**config.mk**
```make
export PLATFORM = sky130hd
export DESIGN_NAME = cbse_ctrl
export DESIGN_NICKNAME = d
export VERILOG_FILES = /design/src/design/cbse_pkg.sv /design/src/design/cbse_ctrl.sv
export SDC_FILE = /design/constraint.sdc
export NUM_CORES = 1
export LEC_CHECK = 0
export ABC_AREA = 1
export BUFFER_PORTS_ARGS = -buffer_cell sky130_fd_sc_hd__buf_2
export CAP_MARGIN = 20
export CELL_PAD_IN_SITES_DETAIL_PLACEMENT = 1
export CELL_PAD_IN_SITES_GLOBAL_PLACEMENT = 1
export CORE_MARGIN = 5
export CORE_UTILIZATION = 42
export CTS_BUF_LIST = sky130_fd_sc_hd__clkbuf_8
export DETAILED_ROUTE_END_ITERATION = 10
export GPL_TIMING_DRIVEN = 1
export PLACE_DENSITY_LB_ADDON = 0.1
export SLEW_MARGIN = 0
export SYNTH_ARGS = -nofsm -noshare
export SYNTH_HDL_FRONTEND = slang
export SYNTH_SLANG_ARGS = --single-unit
```
**constraint.sdc**
```tcl
create_clock -name aclk -period 2.78 [get_ports aclk]
set_input_delay 0 -clock aclk [delete_from_list [all_inputs] [get_ports aclk]]
set_output_delay 0 -clock aclk [all_outputs]
set_load 0.01 [all_outputs]
```
**src/design/cbse_pkg.sv**
```systemverilog
`default_nettype none

package cbse_pkg;

    localparam int CBSE_MAX_POINTS    = 64;
    localparam int CBSE_FRACTION_BITS = 16;

    // Item operations carried on the input tuser.
    typedef enum logic [2:0] {
        OP_INSERT   = 3'd0,
        OP_MOVE     = 3'd1,
        OP_SET_CTL  = 3'd2,
        OP_EVAL     = 3'd3,
        OP_GRADIENT = 3'd4
    } cbse_op_t;

    typedef enum logic [1:0] {
        ST_OK        = 2'd0,
        ST_FULL      = 2'd1,
        ST_BAD_INDEX = 2'd2
    } cbse_status_t;

    // Source of the data written to the control table.
    typedef enum logic [1:0] {
        CW_ZERO = 2'd0,
        CW_SETC = 2'd1,
        CW_UNIT = 2'd2
    } cbse_ctl_wsel_t;

    typedef enum logic [4:0] {
        S_IDLE,
        S_INS_WR,
        S_MOVE_WR,
        S_SC_RD,
        S_SC_WR,
        S_EV_RD_A,
        S_EV_RD_B,
        S_EV_LOAD,
        S_EV_DIFF,
        S_EV_MUL,
        S_EV_ADD,
        S_EV_STORE,
        S_RC_RD_PREV,
        S_RC_RD_NEXT,
        S_RC_DIFF,
        S_RC_NORM,
        S_RC_SQ_MUL,
        S_RC_SQ_ACC,
        S_RC_SQRT_INIT,
        S_RC_SQRT,
        S_RC_DIV_INIT,
        S_RC_DIV,
        S_RC_DIV_END,
        S_RC_WR,
        S_FINISH
    } cbse_state_t;

    typedef struct packed {
        logic           capture;
        logic           rd_en;
        logic           pt_we;
        logic           ctl_we;
        cbse_ctl_wsel_t ctl_wsel;
        logic           hold;
        logic           rc_diff;
        logic           norm_rsh;
        logic           norm_lsh;
        logic           sq_mul;
        logic           sq_acc;
        logic           sqrt_init;
        logic           sqrt_step;
        logic           div_init;
        logic           div_step;
        logic           div_end;
        logic [1:0]     axis;
        logic           ev_load;
        logic           ev_diff;
        logic           ev_mul;
        logic           ev_add;
        logic [1:0]     pos;
        logic           ev_store;
        logic           grad;
        logic           load_out;
    } cbse_cmd_t;

    typedef struct packed {
        logic zero;
        logic rsh;
        logic lsh;
    } cbse_flags_t;

    function automatic logic [31:0] sat32(input logic signed [33:0] v);
        logic [31:0] r;
        if (v > 34'sd2147483647) begin
            r = 32'h7FFF_FFFF;
        end else if (v < -34'sd2147483648) begin
            r = 32'h8000_0000;
        end else begin
            r = v[31:0];
        end
        return r;
    endfunction

endpackage

`default_nettype wire

```
**src/design/cbse_ctrl.sv**
```systemverilog
`default_nettype none

module cbse_ctrl import cbse_pkg::*; #(
    parameter int MAX_POINTS = CBSE_MAX_POINTS,
    localparam int AW   = (MAX_POINTS > 1) ? $clog2(MAX_POINTS) : 1,
    localparam int CW   = $clog2(MAX_POINTS + 1),
    localparam int CMPW = (CW > 6) ? CW : 6
) (
    input  wire logic          aclk,
    input  wire logic          aresetn,
    input  wire logic          s_tvalid,
    output logic               s_tready,
    input  wire logic [2:0]    s_op,
    input  wire logic [5:0]    s_index,
    input  wire logic          m_tready,
    output logic               m_tvalid,
    output logic [1:0]         m_status,
    input  wire cbse_flags_t   flags,
    output cbse_cmd_t          cmd,
    output logic [AW-1:0]      rd_addr,
    output logic [AW-1:0]      wr_addr
);

    cbse_state_t  state_reg, state_next;
    logic [CW-1:0] count_reg, count_next;
    logic [AW-1:0] idx_reg, idx_next;
    logic          grad_reg, grad_next;
    logic [1:0]    pass_reg, pass_next;
    logic [1:0]    axis_reg, axis_next;
    logic [4:0]    cnt_reg, cnt_next;
    logic [2:0]    step_reg, step_next;
    cbse_status_t  status_reg, status_next;
    logic          m_tvalid_reg, m_tvalid_next;
    cbse_status_t  m_status_reg, m_status_next;

    logic [CW-1:0] last_c, cur_c, prev_c, next_c, seg_next_c;
    logic [1:0]    pos_c;

    always_comb begin
        last_c = count_reg - CW'(1);
        case (pass_reg)
            2'd0:    cur_c = count_reg - CW'(2);
            2'd1:    cur_c = last_c;
            default: cur_c = '0;
        endcase
        prev_c     = (cur_c == '0) ? last_c : cur_c - CW'(1);
        next_c     = (cur_c == last_c) ? '0 : cur_c + CW'(1);
        seg_next_c = (CW'(idx_reg) == last_c) ? '0 : CW'(idx_reg) + CW'(1);
        // Interpolation slot: three at the first level, two at the second, one at the last.
        case (step_reg)
            3'd0, 3'd1, 3'd2: pos_c = step_reg[1:0];
            3'd3:             pos_c = 2'd0;
            3'd4:             pos_c = 2'd1;
            default:          pos_c = 2'd0;
        endcase
    end

    always_ff @(posedge aclk) begin
        if (!aresetn) begin
            state_reg    <= S_IDLE;
            count_reg    <= '0;
            m_tvalid_reg <= 1'b0;
        end else begin
            state_reg    <= state_next;
            count_reg    <= count_next;
            m_tvalid_reg <= m_tvalid_next;
        end
        idx_reg      <= idx_next;
        grad_reg     <= grad_next;
        pass_reg     <= pass_next;
        axis_reg     <= axis_next;
        cnt_reg      <= cnt_next;
        step_reg     <= step_next;
        status_reg   <= status_next;
        m_status_reg <= m_status_next;
    end

    always_comb begin
        state_next    = state_reg;
        count_next    = count_reg;
        idx_next      = idx_reg;
        grad_next     = grad_reg;
        pass_next     = pass_reg;
        axis_next     = axis_reg;
        cnt_next      = cnt_reg;
        step_next     = step_reg;
        status_next   = status_reg;
        m_status_next = m_status_reg;
        m_tvalid_next = m_tvalid_reg && !m_tready;
        s_tready      = 1'b0;
        cmd           = '0;
        cmd.axis      = axis_reg;
        cmd.pos       = pos_c;
        cmd.grad      = grad_reg;
        rd_addr       = '0;
        wr_addr       = '0;

        unique case (state_reg)
            S_IDLE: begin
                s_tready = 1'b1;
                if (s_tvalid) begin
                    cmd.capture = 1'b1;
                    idx_next    = AW'(s_index);
                    grad_next   = (cbse_op_t'(s_op) == OP_GRADIENT);
                    status_next = ST_OK;
                    axis_next   = '0;
                    pass_next   = '0;
                    state_next  = S_FINISH;
                    case (cbse_op_t'(s_op))
                        OP_INSERT: begin
                            if (count_reg == CW'(MAX_POINTS)) begin
                                status_next = ST_FULL;
                            end else begin
                                state_next = S_INS_WR;
                            end
                        end
                        OP_MOVE, OP_SET_CTL, OP_EVAL, OP_GRADIENT: begin
                            if (CMPW'(s_index) >= CMPW'(count_reg)) begin
                                status_next = ST_BAD_INDEX;
                            end else if (cbse_op_t'(s_op) == OP_MOVE) begin
                                state_next = S_MOVE_WR;
                            end else if (cbse_op_t'(s_op) == OP_SET_CTL) begin
                                state_next = S_SC_RD;
                            end else begin
                                state_next = S_EV_RD_A;
                            end
                        end
                        default: state_next = S_FINISH;
                    endcase
                end
            end
            S_INS_WR: begin
                cmd.pt_we    = 1'b1;
                cmd.ctl_we   = 1'b1;
                cmd.ctl_wsel = CW_ZERO;
                wr_addr      = AW'(count_reg);
                count_next   = count_reg + CW'(1);
                state_next   = (count_reg != '0) ? S_RC_RD_PREV : S_FINISH;
            end
            S_MOVE_WR: begin
                cmd.pt_we  = 1'b1;
                wr_addr    = idx_reg;
                state_next = S_FINISH;
            end
            S_SC_RD: begin
                cmd.rd_en  = 1'b1;
                rd_addr    = idx_reg;
                state_next = S_SC_WR;
            end
            S_SC_WR: begin
                cmd.ctl_we   = 1'b1;
                cmd.ctl_wsel = CW_SETC;
                wr_addr      = idx_reg;
                state_next   = S_FINISH;
            end
            S_EV_RD_A: begin
                cmd.rd_en  = 1'b1;
                rd_addr    = idx_reg;
                state_next = S_EV_RD_B;
            end
            S_EV_RD_B: begin
                cmd.hold   = 1'b1;
                cmd.rd_en  = 1'b1;
                rd_addr    = AW'(seg_next_c);
                state_next = S_EV_LOAD;
            end
            S_EV_LOAD: begin
                cmd.ev_load = 1'b1;
                step_next   = '0;
                state_next  = S_EV_DIFF;
            end
            S_EV_DIFF: begin
                cmd.ev_diff = 1'b1;
                state_next  = S_EV_MUL;
            end
            S_EV_MUL: begin
                cmd.ev_mul = 1'b1;
                state_next = S_EV_ADD;
            end
            S_EV_ADD: begin
                cmd.ev_add = 1'b1;
                // The gradient stops after the second level.
                if (step_reg == 3'd5 || (grad_reg && step_reg == 3'd4)) begin
                    state_next = S_EV_STORE;
                end else begin
                    step_next  = step_reg + 3'd1;
                    state_next = S_EV_DIFF;
                end
            end
            S_EV_STORE: begin
                cmd.ev_store = 1'b1;
                if (axis_reg == 2'd2) begin
                    state_next = S_FINISH;
                end else begin
                    axis_next  = axis_reg + 2'd1;
                    state_next = S_EV_LOAD;
                end
            end
            S_RC_RD_PREV: begin
                cmd.rd_en  = 1'b1;
                rd_addr    = AW'(prev_c);
                state_next = S_RC_RD_NEXT;
            end
            S_RC_RD_NEXT: begin
                cmd.hold   = 1'b1;
                cmd.rd_en  = 1'b1;
                rd_addr    = AW'(next_c);
                state_next = S_RC_DIFF;
            end
            S_RC_DIFF: begin
                cmd.rc_diff = 1'b1;
                state_next  = S_RC_NORM;
            end
            S_RC_NORM: begin
                if (flags.zero) begin
                    state_next = S_RC_WR;
                end else if (flags.rsh) begin
                    cmd.norm_rsh = 1'b1;
                end else if (flags.lsh) begin
                    cmd.norm_lsh = 1'b1;
                end else begin
                    axis_next  = '0;
                    state_next = S_RC_SQ_MUL;
                end
            end
            S_RC_SQ_MUL: begin
                cmd.sq_mul = 1'b1;
                state_next = S_RC_SQ_ACC;
            end
            S_RC_SQ_ACC: begin
                cmd.sq_acc = 1'b1;
                if (axis_reg == 2'd2) begin
                    state_next = S_RC_SQRT_INIT;
                end else begin
                    axis_next  = axis_reg + 2'd1;
                    state_next = S_RC_SQ_MUL;
                end
            end
            S_RC_SQRT_INIT: begin
                cmd.sqrt_init = 1'b1;
                cnt_next      = '0;
                state_next    = S_RC_SQRT;
            end
            S_RC_SQRT: begin
                cmd.sqrt_step = 1'b1;
                cnt_next      = cnt_reg + 5'd1;
                if (cnt_reg == 5'd31) begin
                    axis_next  = '0;
                    state_next = S_RC_DIV_INIT;
                end
            end
            S_RC_DIV_INIT: begin
                cmd.div_init = 1'b1;
                cnt_next     = '0;
                state_next   = S_RC_DIV;
            end
            S_RC_DIV: begin
                cmd.div_step = 1'b1;
                cnt_next     = cnt_reg + 5'd1;
                if (cnt_reg == 5'd16) begin
                    state_next = S_RC_DIV_END;
                end
            end
            S_RC_DIV_END: begin
                cmd.div_end = 1'b1;
                if (axis_reg == 2'd2) begin
                    state_next = S_RC_WR;
                end else begin
                    axis_next  = axis_reg + 2'd1;
                    state_next = S_RC_DIV_INIT;
                end
            end
            S_RC_WR: begin
                cmd.ctl_we   = 1'b1;
                cmd.ctl_wsel = CW_UNIT;
                wr_addr      = AW'(cur_c);
                if (pass_reg == 2'd2) begin
                    state_next = S_FINISH;
                end else begin
                    pass_next  = pass_reg + 2'd1;
                    state_next = S_RC_RD_PREV;
                end
            end
            S_FINISH: begin
                if (!m_tvalid_reg || m_tready) begin
                    cmd.load_out  = 1'b1;
                    m_tvalid_next = 1'b1;
                    m_status_next = status_reg;
                    state_next    = S_IDLE;
                end
            end
            default: state_next = S_IDLE;
        endcase
    end

    assign m_tvalid = m_tvalid_reg;
    assign m_status = m_status_reg;

endmodule

`default_nettype wire

```
Word-level counts from Yosys, hierarchy flattened
Cells that the tools add are included.

Shifts and indexed selects: 0. Mux-type cells: 70. Div/mod/pow operators: 0. Order comparisons: 1. Add/subtract/negate cells: 10. Bitwise gates (word level): 0. Reductions and logical operators: 32. Multipliers: 0. Equal/unequal tests: 52.

Operators by type and width (number): one-hot mux 5 bit (24 select lines) (1); 2-to-1 mux 5 bit (13); == test 5 bit, second input constant (11); == test 5 x 4 -> 1 bit, second input constant (8); 2-to-1 mux 1 bit (27); 2-to-1 mux 2 bit (13); one-hot mux 6 bit (4 select lines) (1); == test 5 x 3 -> 1 bit, second input constant (4); inequality test 2 bit, second input constant (10); one-hot mux 5 bit (2 select lines) (2); 2-to-1 mux 6 bit (3); one-hot mux 6 bit (3 select lines) (1); one-hot mux 7 bit (2 select lines) (1); adder 6 x 1 -> 6 bit, second input constant (2); one-hot mux 2 bit (2 select lines) (3); OR reduction 2 bit (6); == test 5 x 2 -> 1 bit, second input constant (2); == test 3 x 2 -> 1 bit, second input constant (3); == test 3 bit, second input constant (3); one-hot mux 3 bit (3 select lines) (1); one-hot mux 2 bit (4 select lines) (1); adder 7 x 1 -> 7 bit, second input constant (1); == test 6 x 7 -> 1 bit (1); == test 7 bit (1); other kinds (32) (46).

Memory bits (read-only): 0. Memories kept: 0. Input bits: 16. Register bits after elaboration: 36. Bits in latches: 0. Output and inout port bits: 44. RAM bits: 0.

Longest topological paths before layout
Gate-level depths: netlist of the first run.

Depth after elaboration: 7. Gate-level depth with buffers: 16. Depth with buffers taken out: 15.

Worst setup path after synthesis of the first run
OpenSTA, ideal clock, no wires.

Path kind: register -> output. From: reg count_reg[0]. To: out rd_addr[1]. Arrival time: 1991 ps. Stages on the path, launching flop included: 14. Path slack: 789 ps. Required time: 2780 ps. Cells stage by stage: dfxtp_1 inv_2 ha_1 inv_1 nand2_1 nand2_1 inv_1 ha_1 nand3_1 nor2_4 nand2_4 nand2_1 nand3_1 nand3_1.

Longest elaborated chain between the ends: 5.

Ends and longest elaborated chain: start, declared (line cbse_ctrl.sv:25) `logic [CW-1:0] count_reg, count_next;`; start signal, assigned (line cbse_ctrl.sv:65) `count_reg <= count_next;`; subtractor 7 x 1 -> 7 bit (*) (line cbse_ctrl.sv:40) `last_c = count_reg - CW'(1);`; named net last_c[0] (line cbse_ctrl.sv:36) `logic [CW-1:0] last_c, cur_c, prev_c, next_c, seg_next_c;`; one-hot mux 7 bit (2 select lines) (line cbse_ctrl.sv:41) `case (pass_reg)`; adder 6 x 1 -> 6 bit (tied with other cells) (line cbse_ctrl.sv:47) `next_c = (cur_c == last_c) ? '0 : cur_c + CW'(1);`; 2-to-1 mux 6 bit, on equally long branches (line cbse_ctrl.sv:47, cbse_ctrl.sv:46); one-hot mux 6 bit (4 select lines) (*) (line cbse_ctrl.sv:98) `unique case (state_reg)`; end, declared (line cbse_ctrl.sv:20) `output logic [AW-1:0] rd_addr,`.

Mark *: on every way through the listed nets, which the timed path passes. The rest lies on a longest branch.

Final worst setup path of the first run
From: reg count_reg[2]. To: out rd_addr[0].

Longest elaborated chain between the ends: 5.

Ends and longest elaborated chain (line): subtractor 7 x 1 -> 7 bit / subtractor 7 x 2 -> 7 bit (equally long branches) (cbse_ctrl.sv:40, cbse_ctrl.sv:42); one-hot mux 7 bit (2 select lines) (cbse_ctrl.sv:41); == test 7 bit / zero test 7 bit (equally long branches) (cbse_ctrl.sv:47, cbse_ctrl.sv:46); 2-to-1 mux 6 bit, on equally long branches (cbse_ctrl.sv:47, cbse_ctrl.sv:46); one-hot mux 6 bit (4 select lines) (*) (cbse_ctrl.sv:98).

Every way passes the cells marked *; elsewhere a longest branch is shown, timed or not.

==> flow_summary_export.csv, run 1 <==
group,metric,value,unit
run_status,status,"completed",
routing,wl,12.3,mm
clocking,clk_pin_slew,0.09,ns
final_layout,largest_reg_flops,7,
final_layout,final_area,4410,µm²
grt,grt_usage,0.227,
synth,yosys.area_share.adder,0.0889,
synth,ys_ff_latch,36,
timing,fmax,387,MHz
final_layout,nets,694,
timing,period_share,0.929,
worst_setup_path,startpoint_type,"register",
synth,ys_seq_area_frac,0.250,
synth,synth.cell_area,3800,µm²
placed_design,place_congestion,0.945,
synth,synth_area_per_cell,6.53,µm²
run,max-cap-violations,0,
synth,netlist_instances,582,
worst_setup_path,crit_required,2.78,ns
final_layout,final_common_cell,"nand2_1",
worst_setup_path,worstPathMaxFanout,7,
clocking,tritoncts,"yes",
floorplan,start_util,0.433,
floorplan,ioPinCount,60,
floorplan,fp.coreArea,8760,µm²
floorplan,fp.dieW,105,µm
synth,synth_top_family_by_area,"simple AND/OR/NAND/NOR gates",
routing,firstDrtPassIters,4,
synth,synth-edff-count,23,
routing,drc,0,
clocking,htreeDepth,2,
grt,grt_max_degree,14,
timing,slew_headroom,0.658,
final_layout,area_growth,16.2,%
grt,grt_pass1_vias,4167,
clocking,clock_latency,0.30,ns
min_path,hold_class,"primary input to register",
final_layout,antenna_cells,0,
synth,ys_warn_count,0,
synth,synth_compound_area_frac,0.0708,
timing,whs,0.100,ns
worst_setup_path,cp_common_cell,"nand2_1",
worst_setup_path,crit_path_end_kind,"primary output",
power_and_ir_drop,irDropWorstVdd,0.318,mV
timing,hold_viol,0,
timing,setup_viol,0,
clocking,cts-root-buf,"clkbuf_8",
synth,ys_types,40,
timing,clock_skew,0.0107,ns
floorplan,dieArea,11000,µm²
clocking,cts_sinks,36,
synth,muxShareOfSynthArea,0,
power_and_ir_drop,p_leak,2.39,nW
grt,gr-total-overflow,0,
synth,synthArstFlopShare,0,
worst_setup_path,path_class,"register to primary output",
routing,vias_per_cell,5.32,
routing,wl_per_cell,16.2,µm
placed_design,dp_hpwl,10.1,mm
grt,antenna_found_initial,0,
synth,syn_nets,625,
timing,worst_pin_slew,0.511,ns
worst_setup_path,slowest_delay,0.51,ns
worst_setup_path,arrival,2.58,ns
synth,synth-simple-area-share,0.453,
routing,drt_first_iter_violations,251,
routing,postRouteAntennaNets,0,
synth,ys.flop_type,"edfxtp_1",
final_layout,layout-drive-gt1-share,0.213,
power_and_ir_drop,power.density,798,nW/µm²
worst_setup_path,crit_family,"simple AND/OR/NAND/NOR gates",
grt,grt_first_pass_wirelength,20.7,mm
clocking,cts_max_path_buffers,2,
routing,via_count,4043,
timing,drv_slew,0,
worst_setup_path,critPathSlowestCell,"dfxtp_1",
floorplan,rows,34,
worst_setup_path,path_buf_inv,2,
final_layout,final_cell_mix,"nand2_1, inv_1, nand3_1",
placed_design,port_buffers,59,
floorplan,die_y,105,µm
clocking,cts_buffers,5,
placed_design,dpl_cell_area,4180,µm²
worst_setup_path,path_cells,"inv_2 -> ha_1 -> nand2_2 -> nand4_1 -> nand2_1 -> nor2_1 -> nor2_1 -> nand3_1 -> nand2_1 -> nand2_1 -> nand2_1 -> nand3_1 -> buf_2",
synth,synth_xor_area_frac,0.0254,
timing,layout_min_cycle_time,2.58,ns
==> stage by stage <==
stage / std cells / util / TNS (ns) / setup WS [ns] / total power, mW
6_report: 760 / 0.504 / 0 / 0.198 / 3.52
5_1_grt: 760 / 0.504 / -0.000915 / -0.000915 / 3.83
4_1_cts: 757 / 0.498 / 0 / 0.0655 / 3.47
3_5_place_dp: 740 / 0.477 / 0 / 0.403 / 3.05
3_3_place_gp: 740 / 0.477 / 0 / 0.496 / 2.98
2_1_floorplan: 582 / - / 0 / 0.789 / 2.42
==> Yosys cell counts, types with 7 or more instances <==
master / n / area share
buf_2: 7 / 0.0092
nand4_1: 12 / 0.020
nor2_1: 58 / 0.057
edfxtp_1: 23 / 0.18
dfxtp_1: 13 / 0.069
xor2_1: 7 / 0.016
o21ai_0: 13 / 0.017
nor2_2: 11 / 0.018
nand2_2: 17 / 0.028
a21oi_1: 17 / 0.022
nor3_1: 10 / 0.013
nand3_1: 72 / 0.095
inv_2: 16 / 0.016
inv_1: 80 / 0.079
ha_1: 27 / 0.089
nor2_4: 8 / 0.024
nand2_1: 147 / 0.15
==> what timing repair did <==
item,CTS,global route
gates resized for setup,0,4
setup buffers,0,3
hold buffers,9,0
hold endpoints to repair,9,0
endpoints found under the setup margin,0,6
==> per-layer routing <==
layer  track usage  vias up  wire (µm)
met1         0.311     1938       5680
met3        0.0284       17        576
li1              -     2008          -
met2         0.379       80       5810
met5             0        -          0
met4        0.0566        0        214
==> final timing paths <==
kind / from / end / slack [ns] / cells after the start
min: flags[2] / state_reg[2] / 0.10 / 4
max: count_reg[2] / rd_addr[0] / 0.20 / 13
max reg2reg: count_reg[1] / state_reg[3] / 0.60 / 14
min reg2reg: status_reg[0] / m_status[0] / 0.43 / 0
==> cell families (layout without fill, tap and decap cells) <==
logic type | Yosys count | in the layout
flip-flops | 36 | 36
adder cells (fa/ha/maj) | 27 | 27
AND/OR/NAND/NOR | 355 | 355
XOR/XNOR | 11 | 11
buffers and inverters | 108 | 178
AO/OA/AOI/OAI | 45 | 45
==> cell type report <==
class / instances / area (µm²)
fill: 1238 / 4350
multi-input combinational: 438 / 2440
sequential: 36 / 952
timing repair buffer: 73 / 428
inverter: 97 / 368
tap: 108 / 135
clock buffer: 5 / 68.8
clock inverter: 3 / 23.8
==> report_power, final <==
group          switching, mW  internal, mW
Combinational           1.52         0.751
Clock                  0.225         0.178
Sequential             0.142         0.706
==> tightest hold or removal path: cells and delay by family <==
family / cells / cell delay (ns)
buffers and inverters: 1 / 0.14
AOI/OAI and AO/OA: 2 / 0.15
and+or+nand+nor: 1 / 0.06
(Power assumes the default switching activity.)
==> run 2, diff against run 1 <==
==> constraint.sdc (replaced) <==
create_clock -name aclk -period 2.78 [get_ports aclk]
set_input_delay 0.695 -clock aclk [delete_from_list [all_inputs] [get_ports aclk]]
set_output_delay 0.695 -clock aclk [all_outputs]
set_load 0.01 [all_outputs]
==> run 2 against run 1 <==
  * The flow now finishes with violations (DRC, setup timing)
  * Non-clock buffer count grew 20
  * Cell count increased by 2.8%
  * Combinational power rose by 31%
  * Hold slack gained 0.35 ns
  * Via count grew 9.4%
  * Clock skew down 0.0015 ns
  * Wire length rose by 22%
  * Register-to-register slack improved by 0.08 ns
  * Global-route usage up 1.8 points
  * Maximum frequency is 14% lower
  * Largest cell class unchanged
  * Highest routed layer unchanged
==> flow_summary_export.csv, run 2 (same netlist as run 1, synthesis figures left out) <==
group,metric,value,unit
timing,drv_slew,0,
clocking,clk_pin_slew,0.09,ns
grt,grt_max_degree,14,
final_layout,final_area,4920,µm²
final_layout,area_growth,29.4,%
routing,wl,15.0,mm
grt,grt_first_pass_wirelength,22.3,mm
grt,grt_usage,0.245,
floorplan,dieArea,11000,µm²
min_path,min_from,"status_reg[1]",
routing,vias_per_cell,5.66,
grt,antenna_found_initial,0,
clocking,htreeDepth,2,
worst_setup_path,path_cells,"buf_4 -> ha_4 -> nand2_2 -> nand2_4 -> buf_6 -> nand2_1 -> nand3_1 -> nor2_1 -> nand3_1 -> nor2_2 -> nand2_4 -> nand2_1 -> nand3_1 -> buf_2",
timing,worst_pin_slew,0.449,ns
clocking,clock_latency,0.31,ns
worst_setup_path,reg2reg_depth,7,
worst_setup_path,arrival,2.32,ns
timing,postLayoutSetupSlackWorst,-0.235,ns
floorplan,fp.dieW,105,µm
worst_setup_path,worstPathMaxFanout,6,
min_path,whs_path_depth,0,
timing,layout_min_cycle_time,3.02,ns
final_layout,nets,715,
worst_setup_path,rr_startpoint,"state_reg[3]",
timing,slew_headroom,0.699,
timing,setup_viol,7,
worst_setup_path,startpoint_type,"register",
routing,via_count,4422,
floorplan,rows,34,
min_path,min_to,"m_status[1]",
final_layout,antenna_cells,0,
power_and_ir_drop,p_leak,2.57,nW
power_and_ir_drop,irDropWorstVdd,0.380,mV
timing,fmax,332,MHz
worst_setup_path,critPathSlowestCell,"edfxtp_1",
final_layout,final_common_cell,"nand2_1",
run,max-cap-violations,0,
final_layout,largest_reg_flops,7,
floorplan,start_util,0.433,
worst_setup_path,r2r_setup_slack,0.68,ns
routing,drt_first_iter_violations,309,
worst_setup_path,path_class,"register to primary output",
routing,postRouteAntennaNets,0,
floorplan,fp.coreArea,8760,µm²
worst_setup_path,crit_family,"simple AND/OR/NAND/NOR gates",
clocking,cts_buffers,5,
run_status,violations,"DRC, setup timing",
worst_setup_path,cp_common_cell,"nand3_1",
placed_design,port_buffers,59,
grt,gr-total-overflow,0,
worst_setup_path,crit_path_end_kind,"primary output",
grt,grt_pass1_vias,4364,
placed_design,place_congestion,0.927,
run_status,status,"complete, but fails checks",
placed_design,dpl_cell_area,4300,µm²
routing,wl_per_cell,19.2,µm
timing,period_share,1.08,
worst_setup_path,r2r_end,"cnt_reg[0]",
final_layout,final_cell_mix,"nand2_1, inv_1, nand3_1",
clocking,cts-root-buf,"clkbuf_8",
timing,rsz0062_at_grt,"true",
final_layout,layout-drive-gt1-share,0.348,
floorplan,die_y,105,µm
worst_setup_path,slowest_delay,0.44,ns
routing,drc,1,
routing,firstDrtPassIters,8,
timing,clock_skew,0.00917,ns
timing,hold_viol,0,
placed_design,dp_hpwl,10.3,mm
clocking,cts_max_path_buffers,2,
power_and_ir_drop,power.density,886,nW/µm²
power_and_ir_drop,p_total,4.35,mW
clocking,tritoncts,"yes",
worst_setup_path,path_buf_inv,3,
worst_setup_path,crit_required,2.09,ns
clocking,cts_sinks,36,
floorplan,ioPinCount,60,
final_layout,nFillCells,1178,
min_path,hold_class,"register to register",
## run 2: cell count changes in the layout (fill, tap and decap cells not counted), moves of 8 or more
cell	delta
nand2_1	-24
inv_1	-8
dlygate4sd3_1	-9
nand3_2	+9
nand2_2	+17
buf_4	+27
nor2_1	-8
nand3_1	-12
## run 2: layout make-up
cell class	count	area, µm²	share of cell area
flip-flops and latches	36	961	0.195
well taps	108	135	0.0275
multi-input cells	439	2750	0.559
inverters	97	382	0.0776
clock buffers	5	68.8	0.0140
repair buffers	93	574	0.117
clock inverters	3	46.3	0.00942
## run 2: worst max path at each step
stage / from / endpoint / slack (ns) / cells after the start
after floorplan: count_reg[0] / rd_addr[1] / 0.09 / 13
after global placement: count_reg[1] / rd_addr[5] / 0.006 / 16
after detailed placement: count_reg[1] / rd_addr[5] / -0.07 / 16
after CTS: count_reg[1] / rd_addr[1] / -0.16 / 16
after global routing: count_reg[1] / rd_addr[5] / -0.34 / 14
final: pass_reg[0] / rd_addr[3] / -0.24 / 14
## run 2: per-stage QoR
step | setup WS [ns] | setup TNS (ns) | hold slack [ns] | cells | utilization
2_1_floorplan | 0.0943 | 0 | 0.400 | 582 | -
3_3_place_gp | 0.00619 | 0 | 0.420 | 756 | 0.491
3_5_place_dp | -0.0711 | -0.372 | 0.413 | 756 | 0.491
4_1_cts | -0.160 | -0.892 | 0.442 | 772 | 0.533
5_1_grt | -0.339 | -2.07 | 0.454 | 781 | 0.561
6_report | -0.235 | -1.35 | 0.446 | 781 | 0.561
## run 2: metal layers
| layer | up-vias | global-route usage | part of all wire |
|---|---|---|---|
| met2 | 188 | 0.417 | 0.49 |
| met1 | 2124 | 0.330 | 0.42 |
| li1 | 2053 | - | - |
| met5 | - | 0 | 0 |
| met4 | 0 | 0.0648 | 0.032 |
| met3 | 57 | 0.0290 | 0.059 |
## run 2: power by group
part,internal [mW],switching (mW)
clock,0.271,0.236
combinational,1.05,1.93
sequential,0.713,0.160
total,2.03,2.32
## run 2: timing repair
| item | in CTS | in global routing |
|---|---|---|
| hold buffers | 0 | 0 |
| gates cloned | 0 | 1 |
| endpoints found under the setup margin | 8 | 12 |
| pin swaps | 21 | 28 |
| resized for setup | 45 | 58 |
| setup buffers | 8 | 8 |
